--- src/hw/rtl/rrtv_pkg.sv ---
`timescale 1ns / 1ps
// Shared types, widths, constants and the quarter-wave sine table for the
// rotated rectangle vertex expander. Depends on nothing.
package rrtv_pkg;

  // Sizing of the block.
  localparam int MAX_VERTICES     = 4096;
  localparam int SINE_TABLE_DEPTH = 256;
  localparam int VERTS_PER_RECT   = 6;

  localparam int COUNT_W    = $clog2(MAX_VERTICES + 1);
  localparam int SINE_IDX_W = $clog2(SINE_TABLE_DEPTH);
  localparam int VIDX_W     = $clog2(VERTS_PER_RECT);
  localparam int PHASE_W    = 14;
  localparam int PHASE_PROD_W = PHASE_W + SINE_IDX_W + 1;

  // Field widths.
  localparam int WORLD_W = 24;
  localparam int LEN_W   = 24;
  localparam int SCALE_W = 16;
  localparam int ANGLE_W = 16;
  localparam int COLOR_W = 16;
  localparam int NDC_W   = 16;
  localparam int SLOT_W  = 12;
  localparam int CFG_W   = 24;

  // Datapath widths.
  localparam int MUL_A_W     = 35;
  localparam int MUL_B_W     = 25;
  localparam int PROD_W      = MUL_A_W + MUL_B_W;
  localparam int HALF_PROD_W = LEN_W + SCALE_W;
  localparam int HALF_W      = 31;
  localparam int SUM_W       = 50;
  localparam int TRIG_W      = 17;
  localparam int STEP_W      = 4;

  localparam logic [CFG_W-1:0] INV_W_RESET = 24'd41943;
  localparam logic [CFG_W-1:0] INV_H_RESET = 24'd55924;

  localparam logic [TRIG_W-1:0] SINE_ONE = 17'd32768;
  localparam logic [63:0] HALF_PI_Q30 = 64'd1686629713;
  localparam logic [63:0] ONE_Q30     = 64'd1073741824;

  localparam logic [HALF_PROD_W:0] HALF_ROUND = (HALF_PROD_W + 1)'(256);
  localparam logic [14:0] ROT_ROUND = 15'h4000;
  localparam logic signed [PROD_W-1:0] NDC_ROUND = PROD_W'(131072);
  localparam logic signed [NDC_W-1:0] NDC_POS_SAT = 16'sh7fff;
  localparam logic signed [NDC_W-1:0] NDC_NEG_SAT = 16'sh8000;

  typedef logic signed [WORLD_W-1:0] world_t;
  typedef logic [LEN_W-1:0]          len_t;
  typedef logic [SCALE_W-1:0]        scale_t;
  typedef logic [ANGLE_W-1:0]        angle_t;
  typedef logic [COLOR_W-1:0]        color_t;
  typedef logic signed [NDC_W-1:0]   ndc_t;
  typedef logic [SLOT_W-1:0]         slot_t;
  typedef logic [COUNT_W-1:0]        count_t;
  typedef logic [CFG_W-1:0]          inv_t;
  typedef logic [VIDX_W-1:0]         vidx_t;
  typedef logic [STEP_W-1:0]         step_t;
  typedef logic [1:0]                corner_t;
  typedef logic signed [MUL_A_W-1:0] mul_a_t;
  typedef logic signed [MUL_B_W-1:0] mul_b_t;
  typedef logic signed [PROD_W-1:0]  prod_t;
  typedef logic [HALF_W-1:0]         half_t;
  typedef logic signed [SUM_W-1:0]   sum_t;
  typedef logic signed [TRIG_W-1:0]  trig_t;

  typedef enum logic {
    ACT_FRAME = 1'b0,
    ACT_DRAW  = 1'b1
  } action_t;

  typedef enum logic [0:0] {
    REG_INV_HALF_WORLD_WIDTH  = 1'b0,
    REG_INV_HALF_WORLD_HEIGHT = 1'b1
  } cfg_reg_t;

  typedef enum logic [1:0] {
    QUAD_0 = 2'd0,
    QUAD_1 = 2'd1,
    QUAD_2 = 2'd2,
    QUAD_3 = 2'd3
  } quad_t;

  typedef enum logic [1:0] {
    ST_IDLE,
    ST_CALC,
    ST_EMIT,
    ST_DROP
  } fsm_state_t;

  typedef struct packed {
    action_t action;
    world_t  center_x;
    world_t  center_y;
    angle_t  angle;
    len_t    width;
    len_t    height;
    scale_t  scale_x;
    scale_t  scale_y;
    color_t  red_in;
    color_t  green_in;
    color_t  blue_in;
  } rect_t;

  typedef struct packed {
    ndc_t   ndc_x;
    ndc_t   ndc_y;
    color_t red_out;
    color_t green_out;
    color_t blue_out;
    slot_t  vertex_slot;
    logic   last_of_rect;
    logic   dropped;
  } vert_t;

  // Two triangles share the diagonal from corner 0 to corner 2.
  localparam corner_t CORNER_ORDER [VERTS_PER_RECT] =
    '{2'd0, 2'd1, 2'd2, 2'd0, 2'd2, 2'd3};

  typedef logic [SINE_TABLE_DEPTH-1:0][TRIG_W-1:0] sine_rom_t;

  // Quarter-wave sine in Q1.15, built at elaboration from an eleventh-order
  // nested Taylor series in Q2.30. The top point (a full quarter turn) is
  // not stored; it reads as exactly one.
  function automatic sine_rom_t build_sine_rom();
    sine_rom_t rom;
    logic [63:0] x;
    logic [63:0] x2;
    logic [63:0] t;
    logic [63:0] s;
    logic [63:0] r;
    for (int k = 0; k < SINE_TABLE_DEPTH; k++) begin
      x  = (HALF_PI_Q30 * 64'(k)) / 64'(SINE_TABLE_DEPTH);
      x2 = (x * x) >> 30;
      t  = ONE_Q30;
      t  = ONE_Q30 - (((x2 * t) >> 30) / 64'd110);
      t  = ONE_Q30 - (((x2 * t) >> 30) / 64'd72);
      t  = ONE_Q30 - (((x2 * t) >> 30) / 64'd42);
      t  = ONE_Q30 - (((x2 * t) >> 30) / 64'd20);
      t  = ONE_Q30 - (((x2 * t) >> 30) / 64'd6);
      s  = (x * t) >> 30;
      r  = (s + 64'd16384) >> 15;
      rom[k] = (r > 64'd32768) ? SINE_ONE : r[TRIG_W-1:0];
    end
    return rom;
  endfunction

  localparam sine_rom_t SINE_ROM = build_sine_rom();

endpackage

--- src/hw/rtl/rrtv_mul.sv ---
`timescale 1ns / 1ps
// Shared signed multiplier with a registered product.
// Depends on rrtv_pkg for operand and product widths.
module rrtv_mul (
  input  logic           clk,
  input  rrtv_pkg::mul_a_t a,
  input  rrtv_pkg::mul_b_t b,
  output rrtv_pkg::prod_t  p
);
  import rrtv_pkg::*;

  always_ff @(posedge clk) begin
    p <= PROD_W'(a) * PROD_W'(b);
  end

endmodule

--- config.mk ---
export PLATFORM = sky130hd
export DESIGN_NAME = rrtv_mul
export DESIGN_NICKNAME = d
export VERILOG_FILES = /design/src/hw/rtl/rrtv_pkg.sv /design/src/hw/rtl/rrtv_mul.sv
export SDC_FILE = /design/constraint.sdc
export NUM_CORES = 2
export LEC_CHECK = 0
export ABC_CLOCK_PERIOD_IN_PS = 10100
export BUFFER_PORTS_ARGS = -buffer_cell sky130_fd_sc_hd__buf_2
export CAP_MARGIN = 20
export CORE_ASPECT_RATIO = 0.7
export CORE_UTILIZATION = 52
export DETAILED_ROUTE_END_ITERATION = 10
export PLACE_DENSITY = 0.7
export SYNTH_ARGS = -nofsm -noshare
export SYNTH_HDL_FRONTEND = slang
export SYNTH_SLANG_ARGS = --single-unit
--- constraint.sdc ---
create_clock -name clk -period 10.1 [get_ports clk]
set_clock_uncertainty 0.15 [all_clocks]
set_input_delay 1.01 -clock clk [delete_from_list [all_inputs] [get_ports clk]]
set_output_delay 1.01 -clock clk [all_outputs]
set_load 0.01 [all_outputs]
==> flow_summary.rst <==
.. list-table::
   :header-rows: 1

   * - Metric
     - Value
   * - Post-CTS clock slew at the launch and capture registers of the worst setup and hold paths
     - 0.06 ns
   * - Proportion of synthesized flip-flops having asynchronous set or reset
     - 0
   * - Buffering stage count on the worst path with inverters included
     - 8
   * - Cell with the largest stage delay on the worst path
     - sky130_fd_sc_hd__nor3_1
   * - Count of final setup violators
     - 0
   * - Number of global-route vias before repair
     - 24.73k
   * - Highest net fanout along the worst path
     - 20
   * - Share of synthesized area occupied by flip-flops and latches
     - 0.03770
   * - Buffers on Ports
     - 120
   * - Cell depth of the worst min-delay path
     - 3
   * - # clock sinks
     - 60
   * - GR Overflow Total
     - 0
   * - Count of unique library cells instantiated by Yosys
     - 61
   * - Fraction of the cycle the final worst path needs
     - 0.8444
   * - Critical path required time
     - 10.24 ns
   * - Maximum frequency from static timing analysis
     - 0.1173 GHz
   * - Dpl hpwl
     - 70,580 µm
   * - Postcts setup bufs
     - 0
   * - CTS tree
     - yes
   * - Width of the chip
     - 297.8 µm
   * - Final Routed Wirelength
     - 88,910 µm
   * - Setup repair after global routing missed its margin
     - no
   * - Max reg flops
     - 60
   * - Final max-slew violation count
     - 0
   * - Synth top area share
     - 0.5580
   * - Final-stage net count
     - 4,506
   * - FF+latch area
     - 1201 µm²
   * - Routability congestion estimate
     - 0.9355
   * - Most flop-heavy register
     - p
   * - Largest registers ranked by flip-flop count
     - p (60)
   * - Std cell rows
     - 75
   * - Antenna violations before repair
     - 3
   * - Wire length of the first global-routing pass
     - 144,800 µm
   * - Synthesized area per cell
     - 9.335 µm²
   * - Area of the multi-input gates
     - 26,720 µm²
   * - Total stage count of the critical path
     - 26
   * - Hold buffers post-CTS
     - 0
   * - Largest cells by area after synthesis
     - sky130_fd_sc_hd__fa_1 (56%), sky130_fd_sc_hd__inv_1 (10%), sky130_fd_sc_hd__and2_1 (8.6%)
   * - Type of the worst setup path
     - in2reg
   * - Placed cells
     - 4,193
   * - Largest net degree at the start of global routing
     - 36
   * - Number of top-level design ports
     - 121
   * - Per-cell routed wire length
     - 21.11 µm
   * - Synth Register Bits
     - 60
   * - Status
     - finished clean
   * - Largest stage delay on the critical path
     - 0.67 ns
   * - Type of destination of the critical path
     - register
   * - Most frequent cells after synthesis
     - sky130_fd_sc_hd__fa_1 (888), sky130_fd_sc_hd__inv_1 (872), sky130_fd_sc_hd__nand2_1 (443)
   * - Most instantiated library cell after synthesis
     - sky130_fd_sc_hd__fa_1
   * - Resize count post-CTS
     - 0
   * - Max capacitance violation total
     - 0
   * - Core Area
     - 60,250 µm²
   * - Initial Util
     - 0.5288
   * - Router iterations before antenna repair
     - 5
   * - Number of design-rule violations left by the first detailed-router iteration
     - 2,012
   * - Number of endpoints with negative hold slack in the final report
     - 0
   * - Fill cells
     - 5,447
   * - Final instance count without filler cells
     - 4,212
   * - Total number of vias
     - 22.63k
   * - Maximum number of buffers from clock root to sink
     - 2
   * - Share of final-layout standard cells stronger than drive strength 1
     - 0.05234
   * - Arrival time of data at the critical path endpoint
     - 8.67 ns
   * - Die outline area
     - 62,280 µm²
   * - Hold Slack
     - 1.176 ns
   * - Most used DFF post-synth
     - sky130_fd_sc_hd__dfxtp_1
   * - Count of antenna-violating nets left after detailed routing
     - 0
   * - Signed area change from the synthesized netlist to the final layout
     - 4.583%
   * - Cell seen most often among critical-path stages
     - sky130_fd_sc_hd__fa_1
   * - Path type of the worst min-delay path
     - in2reg
   * - Post-synthesis instance area
     - 31,860 µm²
   * - Final routed DRC violation total
     - 0
   * - Number of CTS-inserted buffers
     - 9
   * - Cell area after placement
     - 32,980 µm²
   * - Worst min-delay path endpoint
     - p[1]
   * - Number of nets in the synthesized netlist
     - 4,523
   * - Kind of cell adding the most delay to the critical path
     - adder cells
   * - Overall fraction of global-route tracks in use
     - 0.3085
   * - Least-Margin Pin Slew
     - 0.9737 ns
   * - YS warnings
     - 0
   * - Die height
     - 209.1 µm
   * - Setup TNS
     - 0 ns
   * - Avg Vias per Cell
     - 5.373
   * - Number of enable-type register cells in the synthesized netlist
     - 0
   * - Kind of start point of the critical path
     - input port
   * - Crit path time final
     - 8.528 ns
   * - Cell count after synthesis
     - 3,413
   * - Clock Root Buffer
     - sky130_fd_sc_hd__clkbuf_16
   * - Post-route cell area
     - 33,320 µm²
   * - Slew Limit Headroom
     - 0.3509
   * - Min-delay src
     - b[1]
   * - Htree depth
     - 3
   * - Biggest area consumer among synthesized cells
     - sky130_fd_sc_hd__fa_1
## per-layer routing
layer  vias to the layer above  track usage  wire (µm)
met5                         -            0          0
met4                         0      0.05535       1463
met3                        95       0.1041      11650
met2                      1195       0.4187      35030
met1                     11660       0.4789      40770
li1                       9684            -          -
## final cells by class
cell class / instances / share of cell area
clock inverter: 5 / 0.002516
inverter: 873 / 0.09835
tap: 808 / 0.03034
sequential: 60 / 0.03605
timing repair buffer: 142 / 0.02298
antenna: 3 / 0.0002253
clock buffer: 11 / 0.007585
multi-input combinational: 2310 / 0.8020
## worst max-delay path by stage
stage,from,to
3_5_place_dp,b[12],p[59]
6_report,b[5],p[59]
4_1_cts,b[12],p[59]
5_1_grt,b[5],p[59]
2_1_floorplan,b[4],p[49]
3_3_place_gp,b[12],p[59]
## layout by cell type, fill, tap and decap left out, types with 11 or more instances in the layout
master / netlist / routed
sky130_fd_sc_hd__a21o_1: 26 / 26
sky130_fd_sc_hd__a21oi_1: 52 / 52
sky130_fd_sc_hd__and2_1: 437 / 437
sky130_fd_sc_hd__buf_2: 2 / 120
sky130_fd_sc_hd__buf_4: 1 / 22
sky130_fd_sc_hd__dfxtp_1: 60 / 60
sky130_fd_sc_hd__fa_1: 888 / 888
sky130_fd_sc_hd__ha_1: 161 / 161
sky130_fd_sc_hd__inv_1: 872 / 872
sky130_fd_sc_hd__nand2_1: 443 / 443
sky130_fd_sc_hd__nand2b_1: 13 / 13
sky130_fd_sc_hd__nand3_1: 16 / 16
sky130_fd_sc_hd__nor2_1: 53 / 53
sky130_fd_sc_hd__nor3_1: 11 / 11
sky130_fd_sc_hd__o21ai_0: 31 / 31
sky130_fd_sc_hd__o21bai_1: 14 / 14
sky130_fd_sc_hd__xnor2_1: 44 / 44
sky130_fd_sc_hd__xor2_1: 18 / 18
## metrics by stage
step / setup slack (ns) / utilization
2_1_floorplan: 2.523 / -
3_3_place_gp: 1.333 / 0.5474
3_5_place_dp: 1.294 / 0.5474
4_1_cts: 1.659 / 0.5529
5_1_grt: 1.250 / 0.5530
6_report: 1.572 / 0.5531
## cell families after synthesis
kind of cell | after synthesis | synth area share
AO/OA/AOI/OAI | 192 | 0.04159
flip-flops | 60 | 0.03770
adder cells (fa/ha/maj) | 1049 | 0.6212
multiplexers | 1 | 0.0003142
XOR/XNOR | 62 | 0.01704
AND/OR/NAND/NOR | 1006 | 0.1585
buffers and inverters | 1043 | 0.1236
Power is left out: the tool's default activity adds up to more than one toggle a clock period on the data nets, which glitch-free logic cannot reach.
